$ cat src/rtl/dht_lookup_message_router_unit_assert.svh
// ----------------------------------------------------------------------------
// Assertion macros for the ring-lookup message router
// Two forms: a same-cycle implication and a next-cycle implication.
// ----------------------------------------------------------------------------
`ifndef DHT_LOOKUP_MESSAGE_ROUTER_UNIT_ASSERT_SVH
`define DHT_LOOKUP_MESSAGE_ROUTER_UNIT_ASSERT_SVH

`ifndef ASSERT_OFF
`define DLMR_ASSERT_IMP(label, clk, rst_n, ante, cons, msg) \
	label: assert property (@(posedge clk) disable iff (!rst_n) (ante) |-> (cons)) \
		else $error(msg);
`define DLMR_ASSERT_NXT(label, clk, rst_n, ante, cons, msg) \
	label: assert property (@(posedge clk) disable iff (!rst_n) (ante) |=> (cons)) \
		else $error(msg);
`else
`define DLMR_ASSERT_IMP(label, clk, rst_n, ante, cons, msg)
`define DLMR_ASSERT_NXT(label, clk, rst_n, ante, cons, msg)
`endif

`endif

$ cat src/rtl/dlmr_pkg.sv
// ----------------------------------------------------------------------------
// dlmr_pkg
// Shared constants, types and the ring interval test of the lookup router.
// ----------------------------------------------------------------------------
`default_nettype none

package dlmr_pkg;

	localparam int CacheEntries = 8;
	localparam int IdxW = (CacheEntries > 1) ? $clog2(CacheEntries) : 1;
	localparam int CfgIdxW = 3;
	localparam int CfgDataW = 32;

	typedef logic [IdxW-1:0] idx_t;
	typedef logic [CfgIdxW-1:0] cfg_idx_t;

	localparam cfg_idx_t RegOwnId = 3'd0;
	localparam cfg_idx_t RegPredId = 3'd1;
	localparam cfg_idx_t RegSuccId = 3'd2;
	localparam cfg_idx_t RegOwnIp = 3'd3;
	localparam cfg_idx_t RegOwnPort = 3'd4;
	localparam cfg_idx_t RegSuccIp = 3'd5;
	localparam cfg_idx_t RegSuccPort = 3'd6;

	localparam logic [7:0] KindLookup = 8'd0;
	localparam logic [7:0] KindReply = 8'd1;

	localparam logic [1:0] ActNone = 2'd0;
	localparam logic [1:0] ActReply = 2'd1;
	localparam logic [1:0] ActForward = 2'd2;

	typedef enum logic [2:0] {
		SEL_ZERO,
		SEL_OWN,
		SEL_SUCC,
		SEL_CACHE,
		SEL_FWD
	} sel_t;

	typedef struct packed {
		logic [15:0] pred;
		logic [15:0] owner;
		logic [31:0] addr;
		logic [15:0] port;
	} entry_t;

	typedef struct packed {
		logic capture;
		logic cache_wr;
		logic idx_clr;
		logic idx_inc;
		logic stage_load;
		sel_t sel;
		logic out_load;
	} cmd_t;

	typedef struct packed {
		logic kind_lookup;
		logic kind_reply;
		logic own_hit;
		logic succ_hit;
		logic cache_hit;
		logic idx_last;
	} sts_t;

	function automatic logic covers(input logic [15:0] pred, input logic [15:0] owner,
			input logic [15:0] key);
		if (pred <= owner) begin
			return (key > pred) && (key <= owner);
		end
		return (key <= owner) || (key > pred);
	endfunction

endpackage

`default_nettype wire

$ cat src/rtl/dlmr_datapath.sv
// ----------------------------------------------------------------------------
// dlmr_datapath
// Node registers, captured message, reply cache, scan index, result staging
// and the output register.
// ----------------------------------------------------------------------------
`default_nettype none

module dlmr_datapath (
	input  wire logic                           clk,
	input  wire logic                           arst_n,
	input  wire logic                           cfg_we,
	input  wire dlmr_pkg::cfg_idx_t             cfg_index,
	input  wire logic [dlmr_pkg::CfgDataW-1:0]  cfg_data,
	input  wire logic [7:0]                     msg_kind,
	input  wire logic [15:0]                    key_id,
	input  wire logic [15:0]                    sender_id,
	input  wire logic [31:0]                    sender_ip,
	input  wire logic [15:0]                    sender_port,
	input  wire dlmr_pkg::cmd_t                 cmd,
	output dlmr_pkg::sts_t                      sts,
	output logic [1:0]                          action,
	output logic [31:0]                         dest_ip,
	output logic [15:0]                         dest_port,
	output logic [7:0]                          out_kind,
	output logic [15:0]                         out_key_id,
	output logic [15:0]                         out_node_id,
	output logic [31:0]                         out_node_ip,
	output logic [15:0]                         out_node_port
);

	logic [15:0] own_id_q, pred_id_q, succ_id_q, own_port_q, succ_port_q;
	logic [31:0] own_ip_q, succ_ip_q;

	logic [7:0]  kind_q;
	logic [15:0] key_q, sid_q, sport_q;
	logic [31:0] sip_q;

	dlmr_pkg::entry_t cache_mem [dlmr_pkg::CacheEntries];
	logic [dlmr_pkg::CacheEntries-1:0] valid_q;
	dlmr_pkg::idx_t slot_q, idx_q;
	dlmr_pkg::entry_t rd_q;
	logic rd_vld_q;

	logic [1:0]  stg_action_q;
	logic [31:0] stg_dip_q, stg_nip_q;
	logic [15:0] stg_dport_q, stg_key_q, stg_nid_q, stg_nport_q;
	logic [7:0]  stg_kind_q;

	logic [1:0]  nx_action;
	logic [31:0] nx_dip, nx_nip;
	logic [15:0] nx_dport, nx_key, nx_nid, nx_nport;
	logic [7:0]  nx_kind;

	// node registers
	always_ff @(posedge clk or negedge arst_n) begin
		if (!arst_n) begin
			own_id_q <= '0;
			pred_id_q <= '0;
			succ_id_q <= '0;
			own_ip_q <= '0;
			own_port_q <= '0;
			succ_ip_q <= '0;
			succ_port_q <= '0;
		end else if (cfg_we) begin
			case (cfg_index)
				dlmr_pkg::RegOwnId:    own_id_q <= cfg_data[15:0];
				dlmr_pkg::RegPredId:   pred_id_q <= cfg_data[15:0];
				dlmr_pkg::RegSuccId:   succ_id_q <= cfg_data[15:0];
				dlmr_pkg::RegOwnIp:    own_ip_q <= cfg_data[31:0];
				dlmr_pkg::RegOwnPort:  own_port_q <= cfg_data[15:0];
				dlmr_pkg::RegSuccIp:   succ_ip_q <= cfg_data[31:0];
				dlmr_pkg::RegSuccPort: succ_port_q <= cfg_data[15:0];
				default: ;
			endcase
		end
	end

	// captured message
	always_ff @(posedge clk) begin
		if (cmd.capture) begin
			kind_q <= msg_kind;
			key_q <= key_id;
			sid_q <= sender_id;
			sip_q <= sender_ip;
			sport_q <= sender_port;
		end
	end

	// cache control: valid bits, round-robin slot, scan index
	always_ff @(posedge clk or negedge arst_n) begin
		if (!arst_n) begin
			valid_q <= '0;
			slot_q <= '0;
			idx_q <= '0;
			rd_vld_q <= 1'b0;
		end else begin
			rd_vld_q <= valid_q[idx_q];
			if (cmd.cache_wr) begin
				valid_q[slot_q] <= 1'b1;
				slot_q <= (slot_q == dlmr_pkg::idx_t'(dlmr_pkg::CacheEntries - 1)) ?
					'0 : slot_q + 1'b1;
			end
			if (cmd.idx_clr) begin
				idx_q <= '0;
			end else if (cmd.idx_inc) begin
				idx_q <= idx_q + 1'b1;
			end
		end
	end

	// cache storage
	always_ff @(posedge clk) begin
		if (cmd.cache_wr) begin
			cache_mem[slot_q] <= '{pred: key_q, owner: sid_q, addr: sip_q, port: sport_q};
		end
		rd_q <= cache_mem[idx_q];
	end

	assign sts.kind_lookup = (kind_q == dlmr_pkg::KindLookup);
	assign sts.kind_reply = (kind_q == dlmr_pkg::KindReply);
	assign sts.own_hit = ((pred_id_q == succ_id_q) && (own_id_q == pred_id_q)) ||
		dlmr_pkg::covers(pred_id_q, own_id_q, key_q);
	assign sts.succ_hit = dlmr_pkg::covers(own_id_q, succ_id_q, key_q);
	assign sts.cache_hit = rd_vld_q && dlmr_pkg::covers(rd_q.pred, rd_q.owner, key_q);
	assign sts.idx_last = (idx_q == dlmr_pkg::idx_t'(dlmr_pkg::CacheEntries - 1));

	// result selection
	always_comb begin
		nx_action = dlmr_pkg::ActReply;
		nx_dip = sip_q;
		nx_dport = sport_q;
		nx_kind = dlmr_pkg::KindReply;
		nx_key = '0;
		nx_nid = '0;
		nx_nip = '0;
		nx_nport = '0;
		case (cmd.sel)
			dlmr_pkg::SEL_OWN: begin
				nx_key = pred_id_q;
				nx_nid = own_id_q;
				nx_nip = own_ip_q;
				nx_nport = own_port_q;
			end
			dlmr_pkg::SEL_SUCC: begin
				nx_key = own_id_q;
				nx_nid = succ_id_q;
				nx_nip = succ_ip_q;
				nx_nport = succ_port_q;
			end
			dlmr_pkg::SEL_CACHE: begin
				nx_key = rd_q.pred;
				nx_nid = rd_q.owner;
				nx_nip = rd_q.addr;
				nx_nport = rd_q.port;
			end
			dlmr_pkg::SEL_FWD: begin
				nx_action = dlmr_pkg::ActForward;
				nx_dip = succ_ip_q;
				nx_dport = succ_port_q;
				nx_kind = kind_q;
				nx_key = key_q;
				nx_nid = sid_q;
				nx_nip = sip_q;
				nx_nport = sport_q;
			end
			default: begin
				nx_action = dlmr_pkg::ActNone;
				nx_dip = '0;
				nx_dport = '0;
				nx_kind = '0;
			end
		endcase
	end

	// staging and output registers
	always_ff @(posedge clk) begin
		if (cmd.stage_load) begin
			stg_action_q <= nx_action;
			stg_dip_q <= nx_dip;
			stg_dport_q <= nx_dport;
			stg_kind_q <= nx_kind;
			stg_key_q <= nx_key;
			stg_nid_q <= nx_nid;
			stg_nip_q <= nx_nip;
			stg_nport_q <= nx_nport;
		end
		if (cmd.out_load) begin
			action <= stg_action_q;
			dest_ip <= stg_dip_q;
			dest_port <= stg_dport_q;
			out_kind <= stg_kind_q;
			out_key_id <= stg_key_q;
			out_node_id <= stg_nid_q;
			out_node_ip <= stg_nip_q;
			out_node_port <= stg_nport_q;
		end
	end

endmodule

`default_nettype wire

$ cat src/rtl/dlmr_ctrl.sv
// ----------------------------------------------------------------------------
// dlmr_ctrl
// Controller: accepts a message, decides the route, steps the cache scan and
// hands the result to the output register.
// ----------------------------------------------------------------------------
`default_nettype none

`include "dht_lookup_message_router_unit_assert.svh"

module dlmr_ctrl (
	input  wire logic            clk,
	input  wire logic            arst_n,
	input  wire logic            msg_valid,
	output logic                 msg_stall,
	output logic                 res_valid,
	input  wire logic            res_stall,
	input  wire dlmr_pkg::sts_t  sts,
	output dlmr_pkg::cmd_t       cmd
);

	typedef enum logic [2:0] {
		ST_IDLE,
		ST_DECIDE,
		ST_READ,
		ST_CHECK,
		ST_OUT
	} state_t;

	state_t state_q, state_nx;
	logic res_valid_q;
	logic out_free;

	assign out_free = !res_valid_q || !res_stall;
	assign msg_stall = (state_q != ST_IDLE);
	assign res_valid = res_valid_q;

	always_comb begin
		cmd = '{default: '0, sel: dlmr_pkg::SEL_ZERO};
		state_nx = state_q;
		case (state_q)
			ST_IDLE: begin
				cmd.capture = msg_valid;
				if (msg_valid) begin
					state_nx = ST_DECIDE;
				end
			end
			ST_DECIDE: begin
				state_nx = ST_OUT;
				cmd.stage_load = 1'b1;
				if (sts.kind_reply) begin
					cmd.cache_wr = 1'b1;
				end else if (!sts.kind_lookup) begin
					cmd.sel = dlmr_pkg::SEL_ZERO;
				end else if (sts.own_hit) begin
					cmd.sel = dlmr_pkg::SEL_OWN;
				end else if (sts.succ_hit) begin
					cmd.sel = dlmr_pkg::SEL_SUCC;
				end else begin
					cmd.stage_load = 1'b0;
					cmd.idx_clr = 1'b1;
					state_nx = ST_READ;
				end
			end
			ST_READ: begin
				state_nx = ST_CHECK;
			end
			ST_CHECK: begin
				if (sts.cache_hit) begin
					cmd.stage_load = 1'b1;
					cmd.sel = dlmr_pkg::SEL_CACHE;
					state_nx = ST_OUT;
				end else if (sts.idx_last) begin
					cmd.stage_load = 1'b1;
					cmd.sel = dlmr_pkg::SEL_FWD;
					state_nx = ST_OUT;
				end else begin
					cmd.idx_inc = 1'b1;
					state_nx = ST_READ;
				end
			end
			ST_OUT: begin
				cmd.out_load = out_free;
				if (out_free) begin
					state_nx = ST_IDLE;
				end
			end
			default: begin
				state_nx = ST_IDLE;
			end
		endcase
	end

	always_ff @(posedge clk or negedge arst_n) begin
		if (!arst_n) begin
			state_q <= ST_IDLE;
			res_valid_q <= 1'b0;
		end else begin
			state_q <= state_nx;
			if (cmd.out_load) begin
				res_valid_q <= 1'b1;
			end else if (!res_stall) begin
				res_valid_q <= 1'b0;
			end
		end
	end

	// a result never overwrites one that is still waiting
	`DLMR_ASSERT_IMP(a_out_load_free, clk, arst_n, cmd.out_load, out_free, "result overwritten")
	`DLMR_ASSERT_NXT(a_out_load_valid, clk, arst_n, cmd.out_load, res_valid_q, "result lost")
	`DLMR_ASSERT_NXT(a_accept_decide, clk, arst_n, msg_valid && !msg_stall,
		state_q == ST_DECIDE, "accepted transaction not decided")
	`DLMR_ASSERT_NXT(a_scan_end, clk, arst_n,
		(state_q == ST_CHECK) && !sts.cache_hit && sts.idx_last,
		state_q == ST_OUT, "scan overran the cache")

endmodule

`default_nettype wire

$ cat src/rtl/dht_lookup_message_router_unit.sv
// Steps: an accepted message is decided and staged, then moved to the output register
// when this node or the successor owns the key, or for a reply or ignored kind; else
// a cache scan reads, then checks, each entry in turn up to a hit or the last of 8 entries.
// Transactions: one at a time; the next is taken once the result has moved to the
// output register, which holds it on a stall.
// Reset: asynchronous, clears node registers, cache valid bits and write slot.
// ----------------------------------------------------------------------------
// dht_lookup_message_router_unit
// Ring-lookup message router with a round-robin cache of responsible nodes.
// ----------------------------------------------------------------------------
`default_nettype none

module dht_lookup_message_router_unit (
	input  wire logic                           clk,
	input  wire logic                           arst_n,
	input  wire logic                           cfg_we,
	input  wire dlmr_pkg::cfg_idx_t             cfg_index,
	input  wire logic [dlmr_pkg::CfgDataW-1:0]  cfg_data,
	input  wire logic                           msg_valid,
	output logic                                msg_stall,
	input  wire logic [7:0]                     msg_kind,
	input  wire logic [15:0]                    key_id,
	input  wire logic [15:0]                    sender_id,
	input  wire logic [31:0]                    sender_ip,
	input  wire logic [15:0]                    sender_port,
	output logic                                res_valid,
	input  wire logic                           res_stall,
	output logic [1:0]                          action,
	output logic [31:0]                         dest_ip,
	output logic [15:0]                         dest_port,
	output logic [7:0]                          out_kind,
	output logic [15:0]                         out_key_id,
	output logic [15:0]                         out_node_id,
	output logic [31:0]                         out_node_ip,
	output logic [15:0]                         out_node_port
);

	dlmr_pkg::cmd_t cmd;
	dlmr_pkg::sts_t sts;

	dlmr_ctrl u_ctrl (
		.clk       (clk),
		.arst_n    (arst_n),
		.msg_valid (msg_valid),
		.msg_stall (msg_stall),
		.res_valid (res_valid),
		.res_stall (res_stall),
		.sts       (sts),
		.cmd       (cmd)
	);

	dlmr_datapath u_datapath (
		.clk           (clk),
		.arst_n        (arst_n),
		.cfg_we        (cfg_we),
		.cfg_index     (cfg_index),
		.cfg_data      (cfg_data),
		.msg_kind      (msg_kind),
		.key_id        (key_id),
		.sender_id     (sender_id),
		.sender_ip     (sender_ip),
		.sender_port   (sender_port),
		.cmd           (cmd),
		.sts           (sts),
		.action        (action),
		.dest_ip       (dest_ip),
		.dest_port     (dest_port),
		.out_kind      (out_kind),
		.out_key_id    (out_key_id),
		.out_node_id   (out_node_id),
		.out_node_ip   (out_node_ip),
		.out_node_port (out_node_port)
	);

endmodule

`default_nettype wire

$ cat config.mk
export PLATFORM = sky130hd
export DESIGN_NAME = dht_lookup_message_router_unit
export DESIGN_NICKNAME = d
export VERILOG_FILES = /design/src/rtl/dlmr_pkg.sv /design/src/rtl/dlmr_datapath.sv /design/src/rtl/dlmr_ctrl.sv /design/src/rtl/dht_lookup_message_router_unit.sv
export VERILOG_INCLUDE_DIRS = /design/src /design/src/rtl
export SDC_FILE = /design/constraint.sdc
export NUM_CORES = 1
export LEC_CHECK = 0
export BUFFER_PORTS_ARGS = -buffer_cell sky130_fd_sc_hd__buf_2
export CAP_MARGIN = 20
export CORE_MARGIN = 5
export CORE_UTILIZATION = 35
export DETAILED_ROUTE_END_ITERATION = 12
export PLACE_DENSITY = 0.63
export REMOVE_ABC_BUFFERS = 1
export SYNTH_ARGS = -nofsm -noshare
export SYNTH_HDL_FRONTEND = slang
export SYNTH_HIERARCHICAL = 1
export SYNTH_SLANG_ARGS = --single-unit
export TNS_END_PERCENT = 10
$ cat constraint.sdc
create_clock -name clk -period 8.75 [get_ports clk]
set_input_delay 0 -clock clk [delete_from_list [all_inputs] [get_ports clk]]
set_output_delay 0 -clock clk [all_outputs]
set_load 0.1 [all_outputs]
; ---- After elaboration in Yosys (flattened, before gate mapping)
; Memory sizes are Yosys's and may differ from the RTL's. A register that Yosys moved wholly into a read port is not among the register bits.
; Cells that the tools add are included.
[classes]
add_sub_neg = 2
magnitude_cmp = 12
n_eq_ne = 22
n_mux = 58
bitwise_logic = 1
n_reduce_logical = 27
[op_table]
columns = cell, n
row1 = $pmux 16 s4, 3
row2 = $pmux 32 s4, 1
row3 = $le 16x16->1, 6
row4 = $pmux 32 s2, 1
row5 = $gt 16x16->1, 3
row6 = $mux 3, 13
row7 = $eq 16x16->1, 2
row8 = $pmux 16 s2, 1
row9 = $mux 1, 28
row10 = $eq 3x3->1 const B, 7
row11 = $eq 3x2->1 const B, 6
row12 = $pmux 8 s2, 1
row13 = $reduce_and 2->1, 8
row14 = $pmux 3 s5, 1
row15 = $mux 4, 3
row16 = $eq 3x1->1 const B, 3
row17 = $eq 8x1->1 const B, 1
row18 = $logic_not 8->1, 1
row19 = $lt 3x4->1 const B, 2
row20 = $or 8x8->8, 1
row21 = $pmux 4 s2, 1
row22 = $add 3x1->3 const B, 2
row23 = $logic_and 1x1->1, 6
row24 = $logic_not 3->1, 2
row25 = other kinds (12), 19
[word_totals]
reg_bits = 527
mem_bits_rw = 640
input_bits = 128
out_inout_bits = 140
wordCells = 157
mem_count = 1
[memory_table]
columns = memory, words, width, read_ports, rd_clocked_by_memory_dff, wr, line_no
row1 = u_datapath.cache_mem, 8, 80, 1, 1, 1, dlmr_datapath.sv:38  ; dlmr_pkg::entry_t cache_mem [dlmr_pkg::CacheEntries];

; ---- Depth between registers and ports, before layout
[depth]
depth_word = 12
ltp_mapped = 18
depth_no_buf = 15

; ---- By module
; Netlist, hierarchy kept.
[modules_own_cells]
columns = module, n_inst, cells_per_inst, area_each_um2, seq_area_each_um2
row1 = dlmr_datapath, 1, 2484, 47887.2, 35729.3
row2 = dlmr_ctrl, 1, 37, 310.3, 100.1

; ---- Worst setup path after synthesis
; No wires, ideal clock.
[synth_timing]
path_kind = register to register
start = register u_datapath.key_q[15]
end = register u_datapath.stg_action_q[0] (enable)
setup_ns = 0.639
arrival_ns = 8.026
required_ns = 8.111
path_slack_ns = 0.085
path_stages_with_launch = 11
path_buffers = 0
synth_period_minus_slack_ns = 8.665
path_cell_list = edfxtp_1 ha_1 nand4_1 or3_4 nor3_4 a21oi_2 maj3_2 o21ai_2 nor4b_4 a21o_1 nor2_1
[synth_rtl]
columns = item, line_no
row1 = "start, declared", dlmr_datapath.sv:35  ; logic [15:0] key_q, sid_q, sport_q;
row2 = "start signal, assigned", dlmr_datapath.sv:82  ; key_q <= key_id;
row3 = "end signal, assigned", dlmr_datapath.sv:178  ; stg_action_q <= nx_action;
row4 = "end, declared", dlmr_datapath.sv:44  ; logic [1:0] stg_action_q;

==> results.json <==
{
  "status": "complete, no violations",
  "worst_slew_pin_slew_ns": 1.19,
  "fin_area_mm2": 0.0581,
  "drt-met1-wl_mm": 54.5,
  "rsz0062_at_grt": "no",
  "synth_top_flop_cell": "edfxtp_1",
  "synthSimpleGateAreaFrac_pct": 2.38,
  "hp-start": "cfg_data[22]",
  "die_x_um": 381,
  "drc": 0,
  "cts_setup_buffers": 0,
  "route.met2.wl_mm": 59.5,
  "hold_viol": 0,
  "start_util_pct": 35.1,
  "clock-skew-final_ns": 0.0385,
  "crit_buf_inv": 1,
  "clk_pin_slew_ns": 0.06,
  "cp_slowest_cell": "and2_4",
  "p_sw_mw": 4.28,
  "root_buffer": "clkbuf_16",
  "cp_max_fo": 74,
  "rows": 136,
  "wl_met3_mm": 8.84,
  "vdd_drop_max_mv": 0.234,
  "die_h_um": 381,
  "wl_mm": 125,
  "reg2reg_from": "u_datapath/key_q[7]",
  "p_total_mw": 14.9,
  "first_global_vias": 26700,
  "cp_top_family": "simple AND/OR/NAND/NOR gates",
  "p_leak_nw": 20.5,
  "max_clock_freq_mhz": 177,
  "wl_per_cell_um": 25.2,
  "io_buffer_count": 267,
  "place_hpwl_mm": 72.2,
  "finalSetupViolCount": 0,
  "grt_max_degree": 113,
  "min_period_ns": 5.65,
  "reg2reg_to": "u_datapath/stg_nip_q[20]",
  "routed.top_layer": "met5",
  "antenna_found_initial": 9,
  "layout_setup_ws_ns": 3.10,
  "dr.pass1.iters": 5,
  "avgSynthCellArea_um2": 19.1,
  "grt_first_pass_wirelength_mm": 183,
  "htree_levels": 4,
  "power.internal_mw": 10.7,
  "ios": 268,
  "slew_headroom_pct": 20.8,
  "die_area_mm2": 0.145,
  "yosys.cell_types.count": 61,
  "start_kind": "register",
  "final_common_cell": "edfxtp_1",
  "dp_slack_ns": 3.12,
  "num_vias": 25900,
  "slew_viol_final": 0,
  "drt_iter0_markers": 2263,
  "synth-adder-area-share_pct": 3.47,
  "area.growth.synth_to_final_pct": 20.6,
  "p_sw_share_pct": 28.6,
  "synth_compound_area_share_pct": 5.88,
  "top_regs": "u_datapath/cache_mem (640), u_datapath/rd_q (80)",
  "largest_register": "u_datapath/cache_mem",
  "yosys_warnings": 6,
  "crit_required_ns": 9.36,
  "cap_violations": 0,
  "ff2ff_path_depth": 13,
  "synth-seq-cells": 1247,
  "gp_congestion": 0.870,
  "mostFrequentLayoutCells": "1,004 x edfxtp_1, 266 x buf_2, 217 x dlygate4sd3_1",
  "syn_inst": 2521,
  "synthArstFlopShare_pct": 13.1,
  "cpPeakStageDelay_ns": 0.96,
  "ys_seq_area_share_pct": 74.3,
  "hp-class": "input port to register",
  "synth_edf_count": 1004,
  "core_mm2": 0.137,
  "synth_top_family_by_area": "multiplexers",
  "seq_power_share_pct": 50.0,
  "synth-xor-area-share_pct": 0.309,
  "synthMuxAreaShare_pct": 11.8,
  "cts_tree": "built",
  "power_density_mw_per_mm2": 257,
  "grt_overflow_total": 0,
  "grt_use_total_pct": 17.1,
  "crit_chain": "ha_1 -> and3_1 -> a221o_1 -> a221oi_1 -> o211ai_1 -> o311ai_0 -> o21ai_0 -> nand2_1 -> a21oi_1 -> nor2_1 -> and2_4 -> buf_4 -> a221o_1",
  "hold_end": "u_datapath/succ_ip_q[22]",
  "crit_type": "register to register",
  "p_clk_share_pct": 36.2,
  "min_path_cells": 3,
  "largest_reg_flops": 640,
  "ant_nets": 0,
  "placed_area_mm2": 0.0518,
  "syn_area_mm2": 0.0482,
  "crit_path_start": "u_datapath/key_q[7]",
  "cts_sinks": 1247,
  "post-route-period-util_pct": 64.5,
  "clock_latency_ns": 0.76,
  "regToRegSetupSlack_ns": 3.10,
  "comb_power_share_pct": 13.8,
  "cts_buffers": 130,
  "nNetsFinal": 3328,
  "arrival_ns": 6.25,
  "cpMostUsedCell": "a221o_1",
  "vias_per_cell": 5.21,
  "cts_resized": 0,
  "ctsLongestPathBuffers": 3,
  "drive_gt1_share_pct": 28.0,
  "end_kind": "register"
}
stage by stage:
stage                     hold WS (ns)  instances  TNS (ns)  utilization (%)
after global placement          0.0119       4512         0             37.7
after CTS                      0.00129       4967         0             42.4
after floorplan                 -0.296       2409   -846.20                -
final                           0.0501       4974         0             42.4
after global routing            0.0212       4967         0             42.4
after detailed placement       0.00871       4512         0             37.7
routing by layer:
layer  GRT usage, %  vias to the layer above
li1               -                    11300
met1           23.3                    13600
met2           27.6                      899
met3           4.12                      174
met4           4.57                        2
met5              0                        -
area by class of cell:
cell class	count	area [um2]
Antenna cell	7	17.5
Clock buffer	174	3590
Clock inverter	63	557
Fill cell	12100	79000
Inverter	87	327
Multi-Input combinational cell	1075	11600
Sequential cell	1247	35800
Tap cell	1794	2240
Timing Repair Buffer	527	3910
worst register-to-register path, cell delays in order (launching register included):
cell,delay (ns)
edfxtp_1,0.60
ha_1,0.40
and3_1,0.21
a221o_1,0.31
a221oi_1,0.28
o211ai_1,0.13
o311ai_0,0.14
o21ai_0,0.43
nand2_1,0.20
a21oi_1,0.16
nor2_1,0.55
and2_4,0.96
buf_4,0.75
a221o_1,0.39
worst max-delay path by stage:
| stage | cells after the start | slack (ns) | to |
|---|---|---|---|
| after floorplan | 4 | -4.60 | u_datapath/stg_action_q[0] |
| after global placement | 13 | 3.27 | u_datapath/stg_nip_q[16] |
| after detailed placement | 13 | 3.12 | u_datapath/stg_nip_q[16] |
| after CTS | 13 | 3.09 | u_datapath/stg_nip_q[25] |
| after global routing | 13 | 2.78 | u_datapath/stg_nport_q[3] |
| final | 13 | 3.10 | u_datapath/stg_nip_q[20] |
synth_stat cells (all sizes together), types with 3 or more instances:
cell | number | area (um2)
dfrtp | 163 | 4080
o211ai | 6 | 45.0
nand2b | 5 | 38.8
edfxtp | 1004 | 30100
nor2b | 7 | 43.8
a22o | 129 | 1130
a221oi | 3 | 26.3
a21boi | 4 | 30.0
clkbuf | 61 | 229
inv | 87 | 327
a211oi | 9 | 67.6
nor3 | 10 | 66.3
a221o | 81 | 811
dfxtp | 80 | 1600
mux2 | 180 | 2030
a2111oi | 3 | 26.3
nand3 | 15 | 75.1
buf | 51 | 310
o22ai | 3 | 25.0
nor2 | 27 | 104
nor3b | 7 | 57.6
o21ai | 61 | 309
nor4 | 8 | 50.1
xor2 | 16 | 140
ha | 132 | 1650
or2 | 8 | 50.1
nand4 | 26 | 163
a21o | 9 | 67.6
a21oi | 44 | 224
and3 | 8 | 50.1
or4 | 4 | 30.0
nand2 | 83 | 312
mux4 | 162 | 3650
nand4b | 3 | 26.3
power by group through the flow:
stage | Combinational, mW | Clock [mW] | Sequential, mW
floorplan | 0.676 | 0 | 8.31
CTS | 2.09 | 5.54 | 7.47
finish | 2.07 | 5.40 | 7.47
detailed placement | 2.00 | 0 | 7.59
global placement | 1.98 | 0 | 7.57
global route | 2.20 | 5.79 | 7.52
logic make-up (layout without fill, tap and decap cells):
family                   Yosys count  count (layout)
flip-flops                      1247            1247
multiplexers                     344             344
AND/OR/NAND/NOR                  219             219
XOR/XNOR                          17              17
AO/OA/AOI/OAI                    361             361
other                              0               7
buffers and inverters            199             851
adder cells (fa/ha/maj)          134             134
timing repair:
action                                 in CTS  in global routing
hold buffers                              218                  0
endpoints found under the hold margin     377                  0
setup endpoints to repair                   0                  0
(Power assumes the default switching activity.)
